### src/sv/pppdf_pkg.sv
`timescale 1ns / 1ps
`default_nettype none
// ----------------------------------------------------------------------------
// pppdf_pkg
// Shared types and constants of the PPP async deframer.
// ----------------------------------------------------------------------------
package pppdf_pkg;

  localparam int BYTE_W = 8;
  localparam int LEN_W  = 16;

  localparam logic [BYTE_W-1:0] FLAG_BYTE = 8'h7E;
  localparam logic [BYTE_W-1:0] ESC_BYTE  = 8'h7D;
  localparam logic [BYTE_W-1:0] ESC_XOR   = 8'h20;
  localparam logic [LEN_W-1:0]  FCS_LEN   = 16'd2;

  localparam logic [LEN_W-1:0] MAX_FRAME_LEN_RST = 16'd4096;
  localparam int               QUEUE_DEPTH_DEF   = 4;

  // result kind, carried on out_tuser
  typedef enum logic [1:0] {
    KIND_DATA    = 2'd0,
    KIND_END     = 2'd1,
    KIND_ESCFLAG = 2'd2,
    KIND_OVERRUN = 2'd3
  } kind_t;

  // one decoded command from front to back
  typedef struct packed {
    kind_t             kind;
    logic [BYTE_W-1:0] data_byte;  // payload byte (also the byte sent before END)
    logic [LEN_W-1:0]  frame_len;  // frame length for END
    logic              pre_data;   // send data_byte as a payload word before END
  } cmd_t;

endpackage
`default_nettype wire

### src/sv/pppdf_front.sv
`timescale 1ns / 1ps
`default_nettype none
// ----------------------------------------------------------------------------
// pppdf_front
// Byte classifier: unescapes, tracks frame count and two-byte hold, and
// pushes one command per byte that produces any result.
// ----------------------------------------------------------------------------
module pppdf_front (
  input  wire logic                          clk,
  input  wire logic                          rst_n,
  input  wire logic                          cfg_wr_en,
  input  wire logic [pppdf_pkg::LEN_W-1:0]   cfg_wr_data,
  input  wire logic                          byte_vld,
  input  wire logic [pppdf_pkg::BYTE_W-1:0]  byte_in,
  output pppdf_pkg::cmd_t                    cmd,
  output logic                               cmd_push
);

  logic                         esc_r, esc_nxt;
  logic [pppdf_pkg::LEN_W-1:0]  cnt_r, cnt_nxt;
  logic [pppdf_pkg::LEN_W-1:0]  max_len_r;
  logic [pppdf_pkg::BYTE_W-1:0] hold0_r, hold0_nxt, hold1_r, hold1_nxt;
  logic                         is_flag, is_esc;
  logic [pppdf_pkg::BYTE_W-1:0] ubyte;

  assign is_flag = (byte_in == pppdf_pkg::FLAG_BYTE);
  assign is_esc  = (byte_in == pppdf_pkg::ESC_BYTE);
  assign ubyte   = esc_r ? (byte_in ^ pppdf_pkg::ESC_XOR) : byte_in;

  // classify the byte and update frame state
  always_comb begin
    esc_nxt        = esc_r;
    cnt_nxt        = cnt_r;
    hold0_nxt      = hold0_r;
    hold1_nxt      = hold1_r;
    cmd_push       = 1'b0;
    cmd.kind       = pppdf_pkg::KIND_DATA;
    cmd.data_byte  = hold0_r;
    cmd.frame_len  = '0;
    cmd.pre_data   = 1'b0;
    if (byte_vld) begin
      priority if (is_flag) begin
        if (esc_r) begin
          cmd_push = 1'b1;
          cmd.kind = pppdf_pkg::KIND_ESCFLAG;
          esc_nxt  = 1'b0;
          cnt_nxt  = '0;
        end else if (cnt_r != '0) begin
          cmd_push = 1'b1;
          cmd.kind = pppdf_pkg::KIND_END;
          cnt_nxt  = '0;
          if (cnt_r == pppdf_pkg::LEN_W'(1)) begin
            // single-byte frame goes out whole
            cmd.pre_data  = 1'b1;
            cmd.frame_len = pppdf_pkg::LEN_W'(1);
          end else begin
            cmd.frame_len = cnt_r - pppdf_pkg::FCS_LEN;
          end
        end
      end else if (is_esc) begin
        esc_nxt = 1'b1;
      end else begin
        esc_nxt = 1'b0;
        if (cnt_r >= max_len_r) begin
          cmd_push = 1'b1;
          cmd.kind = pppdf_pkg::KIND_OVERRUN;
          cnt_nxt  = '0;
        end else if (cnt_r == '0) begin
          hold0_nxt = ubyte;
          cnt_nxt   = pppdf_pkg::LEN_W'(1);
        end else if (cnt_r == pppdf_pkg::LEN_W'(1)) begin
          hold1_nxt = ubyte;
          cnt_nxt   = pppdf_pkg::LEN_W'(2);
        end else begin
          // older held byte leaves, new byte enters the hold
          cmd_push  = 1'b1;
          hold0_nxt = hold1_r;
          hold1_nxt = ubyte;
          cnt_nxt   = cnt_r + 1'b1;
        end
      end
    end
  end

  // control state and config register
  always_ff @(posedge clk) begin
    if (!rst_n) begin
      esc_r     <= 1'b0;
      cnt_r     <= '0;
      max_len_r <= pppdf_pkg::MAX_FRAME_LEN_RST;
    end else begin
      esc_r <= esc_nxt;
      cnt_r <= cnt_nxt;
      if (cfg_wr_en) begin
        max_len_r <= cfg_wr_data;
      end
    end
  end

  // hold bytes, no reset
  always_ff @(posedge clk) begin
    hold0_r <= hold0_nxt;
    hold1_r <= hold1_nxt;
  end

  a_flag_clears_esc: assert property (@(posedge clk) disable iff (!rst_n)
    byte_vld && is_flag |=> !esc_r)
    else $error("escape still pending after flag");

  a_frame_end_clears_cnt: assert property (@(posedge clk) disable iff (!rst_n)
    cmd_push && (cmd.kind != pppdf_pkg::KIND_DATA) |=> cnt_r == '0)
    else $error("frame count not cleared after frame end or error");

  a_data_needs_hold: assert property (@(posedge clk) disable iff (!rst_n)
    cmd_push && cmd.kind == pppdf_pkg::KIND_DATA |-> cnt_r >= pppdf_pkg::LEN_W'(2))
    else $error("payload word sent with fewer than two held bytes");

endmodule
`default_nettype wire

### src/sv/pppdf_queue.sv
`timescale 1ns / 1ps
`default_nettype none
// ----------------------------------------------------------------------------
// pppdf_queue
// Small command queue between classifier and result sequencer.
// ----------------------------------------------------------------------------
module pppdf_queue #(
  parameter int DEPTH = pppdf_pkg::QUEUE_DEPTH_DEF
) (
  input  wire logic      clk,
  input  wire logic      rst_n,
  input  wire logic      push,
  input  wire pppdf_pkg::cmd_t wr_cmd,
  input  wire logic      pop,
  output pppdf_pkg::cmd_t rd_cmd,
  output logic           not_empty,
  output logic           full
);

  localparam int PTR_W = (DEPTH > 1) ? $clog2(DEPTH) : 1;
  localparam int CNT_W = $clog2(DEPTH + 1);

  pppdf_pkg::cmd_t   slot_r [DEPTH];
  logic [PTR_W-1:0]  wr_ptr_r, wr_ptr_nxt, rd_ptr_r, rd_ptr_nxt;
  logic [CNT_W-1:0]  cnt_r, cnt_nxt;
  logic              do_push, do_pop;

  assign full      = (cnt_r == CNT_W'(DEPTH));
  assign not_empty = (cnt_r != '0);
  assign do_push   = push && !full;
  assign do_pop    = pop && not_empty;
  assign rd_cmd    = slot_r[rd_ptr_r];

  // pointer and fill count
  always_comb begin
    wr_ptr_nxt = wr_ptr_r;
    rd_ptr_nxt = rd_ptr_r;
    if (do_push) begin
      wr_ptr_nxt = (wr_ptr_r == PTR_W'(DEPTH - 1)) ? '0 : wr_ptr_r + 1'b1;
    end
    if (do_pop) begin
      rd_ptr_nxt = (rd_ptr_r == PTR_W'(DEPTH - 1)) ? '0 : rd_ptr_r + 1'b1;
    end
    cnt_nxt = cnt_r + CNT_W'(do_push) - CNT_W'(do_pop);
  end

  always_ff @(posedge clk) begin
    if (!rst_n) begin
      wr_ptr_r <= '0;
      rd_ptr_r <= '0;
      cnt_r    <= '0;
    end else begin
      wr_ptr_r <= wr_ptr_nxt;
      rd_ptr_r <= rd_ptr_nxt;
      cnt_r    <= cnt_nxt;
    end
  end

  // storage
  always_ff @(posedge clk) begin
    if (do_push) begin
      slot_r[wr_ptr_r] <= wr_cmd;
    end
  end

  a_no_push_full: assert property (@(posedge clk) disable iff (!rst_n)
    !(push && full))
    else $error("command pushed into full queue");

  a_cnt_bound: assert property (@(posedge clk) disable iff (!rst_n)
    cnt_r <= CNT_W'(DEPTH))
    else $error("queue fill count out of range");

  a_cnt_step: assert property (@(posedge clk) disable iff (!rst_n)
    do_push && !do_pop |=> cnt_r == $past(cnt_r) + 1'b1)
    else $error("queue count did not advance on push");

endmodule
`default_nettype wire

### src/sv/pppdf_back.sv
`timescale 1ns / 1ps
`default_nettype none
// ----------------------------------------------------------------------------
// pppdf_back
// Result sequencer: expands commands into result words and holds them in
// the output register.
// ----------------------------------------------------------------------------
module pppdf_back (
  input  wire logic                          clk,
  input  wire logic                          rst_n,
  input  wire pppdf_pkg::cmd_t               head,
  input  wire logic                          head_vld,
  output logic                               pop,
  output logic                               out_vld,
  input  wire logic                          out_rdy,
  output pppdf_pkg::kind_t                   out_kind,
  output logic [pppdf_pkg::BYTE_W-1:0]       out_data,
  output logic [pppdf_pkg::LEN_W-1:0]        out_len,
  output logic                               out_last
);

  typedef enum logic [1:0] {
    PH_FIRST = 2'b01,
    PH_FINAL = 2'b10
  } phase_t;

  phase_t                       phase_r, phase_nxt;
  logic                         vld_r, vld_nxt;
  pppdf_pkg::kind_t             kind_r, kind_nxt;
  logic [pppdf_pkg::BYTE_W-1:0] data_r, data_nxt;
  logic [pppdf_pkg::LEN_W-1:0]  len_r, len_nxt;
  logic                         last_r, last_nxt;
  logic                         load;

  assign load = head_vld && (!vld_r || out_rdy);

  // pick the next result word
  always_comb begin
    phase_nxt = phase_r;
    vld_nxt   = vld_r && !out_rdy;
    kind_nxt  = kind_r;
    data_nxt  = data_r;
    len_nxt   = len_r;
    last_nxt  = last_r;
    pop       = 1'b0;
    if (load) begin
      vld_nxt = 1'b1;
      if (head.pre_data && phase_r == PH_FIRST) begin
        // leading payload byte of a single-byte frame
        kind_nxt  = pppdf_pkg::KIND_DATA;
        data_nxt  = head.data_byte;
        len_nxt   = '0;
        last_nxt  = 1'b0;
        phase_nxt = PH_FINAL;
      end else begin
        kind_nxt  = head.kind;
        data_nxt  = (head.kind == pppdf_pkg::KIND_DATA) ? head.data_byte : '0;
        len_nxt   = (head.kind == pppdf_pkg::KIND_END) ? head.frame_len : '0;
        last_nxt  = 1'b1;
        phase_nxt = PH_FIRST;
        pop       = 1'b1;
      end
    end
  end

  always_ff @(posedge clk) begin
    if (!rst_n) begin
      phase_r <= PH_FIRST;
      vld_r   <= 1'b0;
    end else begin
      phase_r <= phase_nxt;
      vld_r   <= vld_nxt;
    end
  end

  // output payload, no reset
  always_ff @(posedge clk) begin
    kind_r <= kind_nxt;
    data_r <= data_nxt;
    len_r  <= len_nxt;
    last_r <= last_nxt;
  end

  assign out_vld  = vld_r;
  assign out_kind = kind_r;
  assign out_data = data_r;
  assign out_len  = len_r;
  assign out_last = last_r;

  a_final_keeps_head: assert property (@(posedge clk) disable iff (!rst_n)
    phase_r == PH_FINAL |-> head_vld && head.pre_data)
    else $error("second word pending without its command");

  a_first_not_last: assert property (@(posedge clk) disable iff (!rst_n)
    phase_r == PH_FINAL |-> vld_r && !last_r)
    else $error("leading payload word marked last");

endmodule
`default_nettype wire

### src/sv/ppp_async_frame_deframer_top.sv
// Latency: a result word passes through the command queue and then the output register before it is valid.
// Throughput: 1 byte per cycle; results leave at 1 word per cycle from the
//   output register while out_tready holds; a one-byte frame end gives two words.
// Bytes stall only when the command queue (QUEUE_DEPTH entries) is full.
// Reset (rst_n low, synchronous) clears escape state, frame count, queue and
//   output valid, and sets max_frame_len to 4096.
`timescale 1ns / 1ps
`default_nettype none
// ----------------------------------------------------------------------------
// ppp_async_frame_deframer_top
// PPP asynchronous framing deframer: unescapes bytes, strips FCS, reports
// frame ends and errors as a result stream.
// ----------------------------------------------------------------------------
module ppp_async_frame_deframer_top #(
  parameter int QUEUE_DEPTH = pppdf_pkg::QUEUE_DEPTH_DEF
) (
  input  wire logic        clk,
  input  wire logic        rst_n,
  // config
  input  wire logic        cfg_wr_en,
  input  wire logic [15:0] cfg_wr_data,   // max_frame_len
  // byte input
  input  wire logic        in_tvalid,
  output logic             in_tready,
  input  wire logic [7:0]  in_tdata,      // [7:0] byte_in
  // results
  output logic             out_tvalid,
  input  wire logic        out_tready,
  output logic [23:0]      out_tdata,     // [7:0] data_byte, [23:8] frame_len
  output logic [1:0]       out_tuser,     // [1:0] kind
  output logic             out_tlast      // last
);

  pppdf_pkg::cmd_t              push_cmd, head_cmd;
  logic                         push, pop, head_vld, q_full, in_acc;
  pppdf_pkg::kind_t             res_kind;
  logic [pppdf_pkg::BYTE_W-1:0] res_data;
  logic [pppdf_pkg::LEN_W-1:0]  res_len;

  assign in_tready = !q_full;
  assign in_acc    = in_tvalid && in_tready;

  pppdf_front u_front (
    .clk         (clk),
    .rst_n       (rst_n),
    .cfg_wr_en   (cfg_wr_en),
    .cfg_wr_data (cfg_wr_data),
    .byte_vld    (in_acc),
    .byte_in     (in_tdata),
    .cmd         (push_cmd),
    .cmd_push    (push)
  );

  pppdf_queue #(
    .DEPTH (QUEUE_DEPTH)
  ) u_queue (
    .clk       (clk),
    .rst_n     (rst_n),
    .push      (push),
    .wr_cmd    (push_cmd),
    .pop       (pop),
    .rd_cmd    (head_cmd),
    .not_empty (head_vld),
    .full      (q_full)
  );

  pppdf_back u_back (
    .clk      (clk),
    .rst_n    (rst_n),
    .head     (head_cmd),
    .head_vld (head_vld),
    .pop      (pop),
    .out_vld  (out_tvalid),
    .out_rdy  (out_tready),
    .out_kind (res_kind),
    .out_data (res_data),
    .out_len  (res_len),
    .out_last (out_tlast)
  );

  assign out_tdata = {res_len, res_data};
  assign out_tuser = res_kind;

endmodule
`default_nettype wire

### config.mk
export PLATFORM = sky130hd
export DESIGN_NAME = ppp_async_frame_deframer_top
export DESIGN_NICKNAME = d
export VERILOG_FILES = /design/src/sv/pppdf_pkg.sv /design/src/sv/pppdf_front.sv /design/src/sv/pppdf_queue.sv /design/src/sv/pppdf_back.sv /design/src/sv/ppp_async_frame_deframer_top.sv
export SDC_FILE = /design/constraint.sdc
export NUM_CORES = 1
export LEC_CHECK = 0
export BUFFER_PORTS_ARGS = -buffer_cell sky130_fd_sc_hd__buf_2
export CORE_ASPECT_RATIO = 2
export CORE_MARGIN = 8
export CORE_UTILIZATION = 45
export DETAILED_ROUTE_END_ITERATION = 16
export PLACE_DENSITY = 0.69
export SETUP_SLACK_MARGIN = 0.1
export SYNTH_ARGS = -nofsm -noshare
export SYNTH_HDL_FRONTEND = slang
export SYNTH_SLANG_ARGS = --single-unit
### constraint.sdc
create_clock -name clk -period 2.7 [get_ports clk]
set_input_delay 0.54 -clock clk [delete_from_list [all_inputs] [get_ports clk]]
set_output_delay 0.54 -clock clk [all_outputs]
set_load 0.005 [all_outputs]
==> results.cfg <==
[clock_network]
clock-sinks = 196
postCtsSetupRepairBufs = 0
clockBufferDepth = 2
htreeDepth = 4
clkTransAtPathRegs_ns = 0.08
cts_made_buffers = 17
cts_tree = yes
clock_latency_ns = 0.43
root_buffer = clkbuf_16

[power]
peakVddDrop_mv = 0.552
fin_total_pwr_w = 0.00850
power.density_nw_per_um2 = 853
p_leak_nw = 3.74

[critical_path]
r2r_start = u_front.max_len_r[1]
reg2reg_to = u_queue.cnt_r[1]
r2r_cells = 10
cp.required_ns = 3.08
r2r_slack_ns = 0.20
startpoint_type = register
setup.worst_path.class = reg -> reg
critical_path_arrival_ns = 2.89
worstPathMaxFanout = 2
cp-end-kind = register

[placed_design]
dp_hpwl_mm = 11.8
port-buffer-count = 57
place_inst = 903
place_area_sq_um = 9310
gp_congestion = 0.835

[sta]
period_share = 0.927
worst_pin_slew_ns = 0.666
clock.fmax_mhz = 399
setup_violations = 0
slew_violations = 0
skew_ns = 0.0122
rsz0062_at_grt = true
hold_viol_final = 0
period_needed_ns = 2.50
relSlewSlack = 0.555

[synth]
synth_xor_area_frac = 0.0156
synth.yosys.seq_area_share = 0.644
synth_area_leaders = edfxtp_1 54%, dfxtp_1 11%, mux4_2 6.9%
synth-compound-area-share = 0.0434
synth.net_count = 673
synth_ff_type = edfxtp_1
synthSimpleGateAreaFrac = 0.129
synth.distinct_cells = 55
syn_avg_cell_area_sq_um = 13.7
synth_top_family_by_area = simple AND/OR/NAND/NOR gates
synth_fa_ha_area_frac = 0.0439
yosysWarnings = 0
netlist_top_cells_count = 151 x edfxtp_1, 57 x nand2_1, 51 x nor2_1, 45 x dfxtp_1
netlist_area_sq_um = 8440
synth_top_area_frac = 0.537
synthMostInstantiatedCell = edfxtp_1
synth-async-reset-ratio = 0
synth.area.mux_share = 0.0958
synth_edf_count = 151
yosys_register_bits = 196
synthCells = 615
synth_area_leader_cell = edfxtp_1

[min_path]
min_to = u_front.hold1_r[7]
min_from = in_tdata[7]
whs_path_depth = 1
hold_class = in -> reg

[routing]
drc_errors = 0
post_drt_via_cell_ratio = 5.37
wl_per_cell_microns = 17.8
vias = 5017
dr.pass1.iters = 6
drt_iter0_markers = 255
drt-total-wl_mm = 16.6
ant_nets = 0

[floorplan]
fp-row-count = 71
design.core.area_sq_um = 18600
num_io_pins = 58
start_util = 0.455
die_area_sq_um = 23700
die_y_microns = 210
die_x_microns = 113

[run]
drv_cap = 0

[final_layout]
area_delta_synth_final_pct = 18.0
diodes = 0
drive_gt1_frac = 0.257
final_cells = 935
fin_util = 0.536
design_area_sq_um = 9960
finish.net_count = 761
n_fill_cell = 1505

[grt]
gr-total-overflow = 0
grt_use_total = 0.147
antenna_found_initial = 0
first_global_vias = 5168
grt_first_pass_wirelength_mm = 27.1
grt_max_degree = 36

[status]
status = finished, final reports clean
==> cells in the final DEF, fill, tap and decap left out, types with 8 or more instances in the layout <==
cell         n
mux4_2      26
inv_1       27
xnor2_1      9
clkbuf_16   17
nor2_1      50
ha_1        27
mux2i_1     20
dfxtp_1     42
nand2_1     57
nor2b_1     26
nand3_1     16
nor3_1       8
buf_2       57
a31oi_1      9
a21oi_1     16
buf_4       35
edfxtp_1   151
==> flip-flops by register name, summed over array words and instances, names as in the netlist, named ones only <==
signal	cells
u_back.out_data	8
u_back.out_kind	2
u_back.out_last	1
u_back.out_len	16
u_back.out_vld	1
u_back.phase_r	2
u_front.cnt_r	16
u_front.esc_r	1
u_front.hold0_r	8
u_front.hold1_r	8
u_front.max_len_r	16
u_queue.cnt_r	3
u_queue.rd_ptr_r	2
u_queue.slot_r	108
u_queue.wr_ptr_r	2
==> kinds of logic after synthesis <==
logic type / count (synthesis)
AO/OA/AOI/OAI: 57
AND/OR/NAND/NOR: 211
multiplexers: 48
buffers and inverters: 59
adder cells (fa/ha/maj): 29
flip-flops: 196
XOR/XNOR: 15
==> area by class of cell <==
| type | instances | area (sq um) | share of cell area |
|---|---|---|---|
| clock buffers | 17 | 425 | 0.0427 |
| multi-input cells | 360 | 2840 | 0.285 |
| inverters | 29 | 113 | 0.0113 |
| repair buffers | 99 | 688 | 0.0691 |
| flip-flops and latches | 196 | 5440 | 0.546 |
| well taps | 219 | 274 | 0.0275 |
| clock inverters | 15 | 176 | 0.0177 |
==> routing by layer <==
metal  share of wire  GRT usage  vias up
met5               0          0        -
met1            0.41      0.166     2411
li1                -          -     2443
met3           0.036     0.0245       27
met2            0.53      0.263      136
met4           0.024     0.0642        0
==> repair_timing <==
item / CTS / global route
resized for setup: 3 / 8
pin swaps: 2 / 5
hold buffers: 0 / 0
endpoints found under the setup margin: 110 / 126
==> metrics by stage <==
stage	setup TNS (ns)	hold WS (ns)	worst slack, ns
floorplan	-0.00932	0.448	-0.00932
global route	0	0.310	0.0997
global placement	0	0.454	0.0898
finish	0	0.316	0.196
detailed placement	0	0.466	0.0484
CTS	0	0.300	0.105
==> where the power goes <==
part           internal (W)  switching, W  total, W
sequential          0.00378      0.000147   0.00392
clock               0.00134       0.00124   0.00258
combinational      0.000932       0.00106   0.00200
==> worst max-delay path, cell delays in order (launching register included) <==
cell,delay (ns)
dfxtp_2,0.33
inv_1,0.04
ha_1,0.29
nor2b_1,0.13
o211a_1,0.21
o311a_4,0.34
nor3_4,0.23
a21oi_4,0.09
ha_2,0.17
fa_2,0.51
and2_1,0.11
==> worst max path at each step <==
stage	from	end	cells past startpoint
floorplan	u_front.cnt_r[4]	u_queue.cnt_r[2]	12
global placement	u_front.max_len_r[15]	u_queue.cnt_r[1]	10
detailed placement	in_tdata[7]	u_queue.slot_r[3][7]	7
CTS	u_front.max_len_r[13]	u_queue.cnt_r[2]	11
global route	u_front.max_len_r[13]	u_queue.cnt_r[2]	11
finish	u_front.max_len_r[1]	u_queue.cnt_r[1]	10
Note: power is estimated with default switching activity, not from simulation.
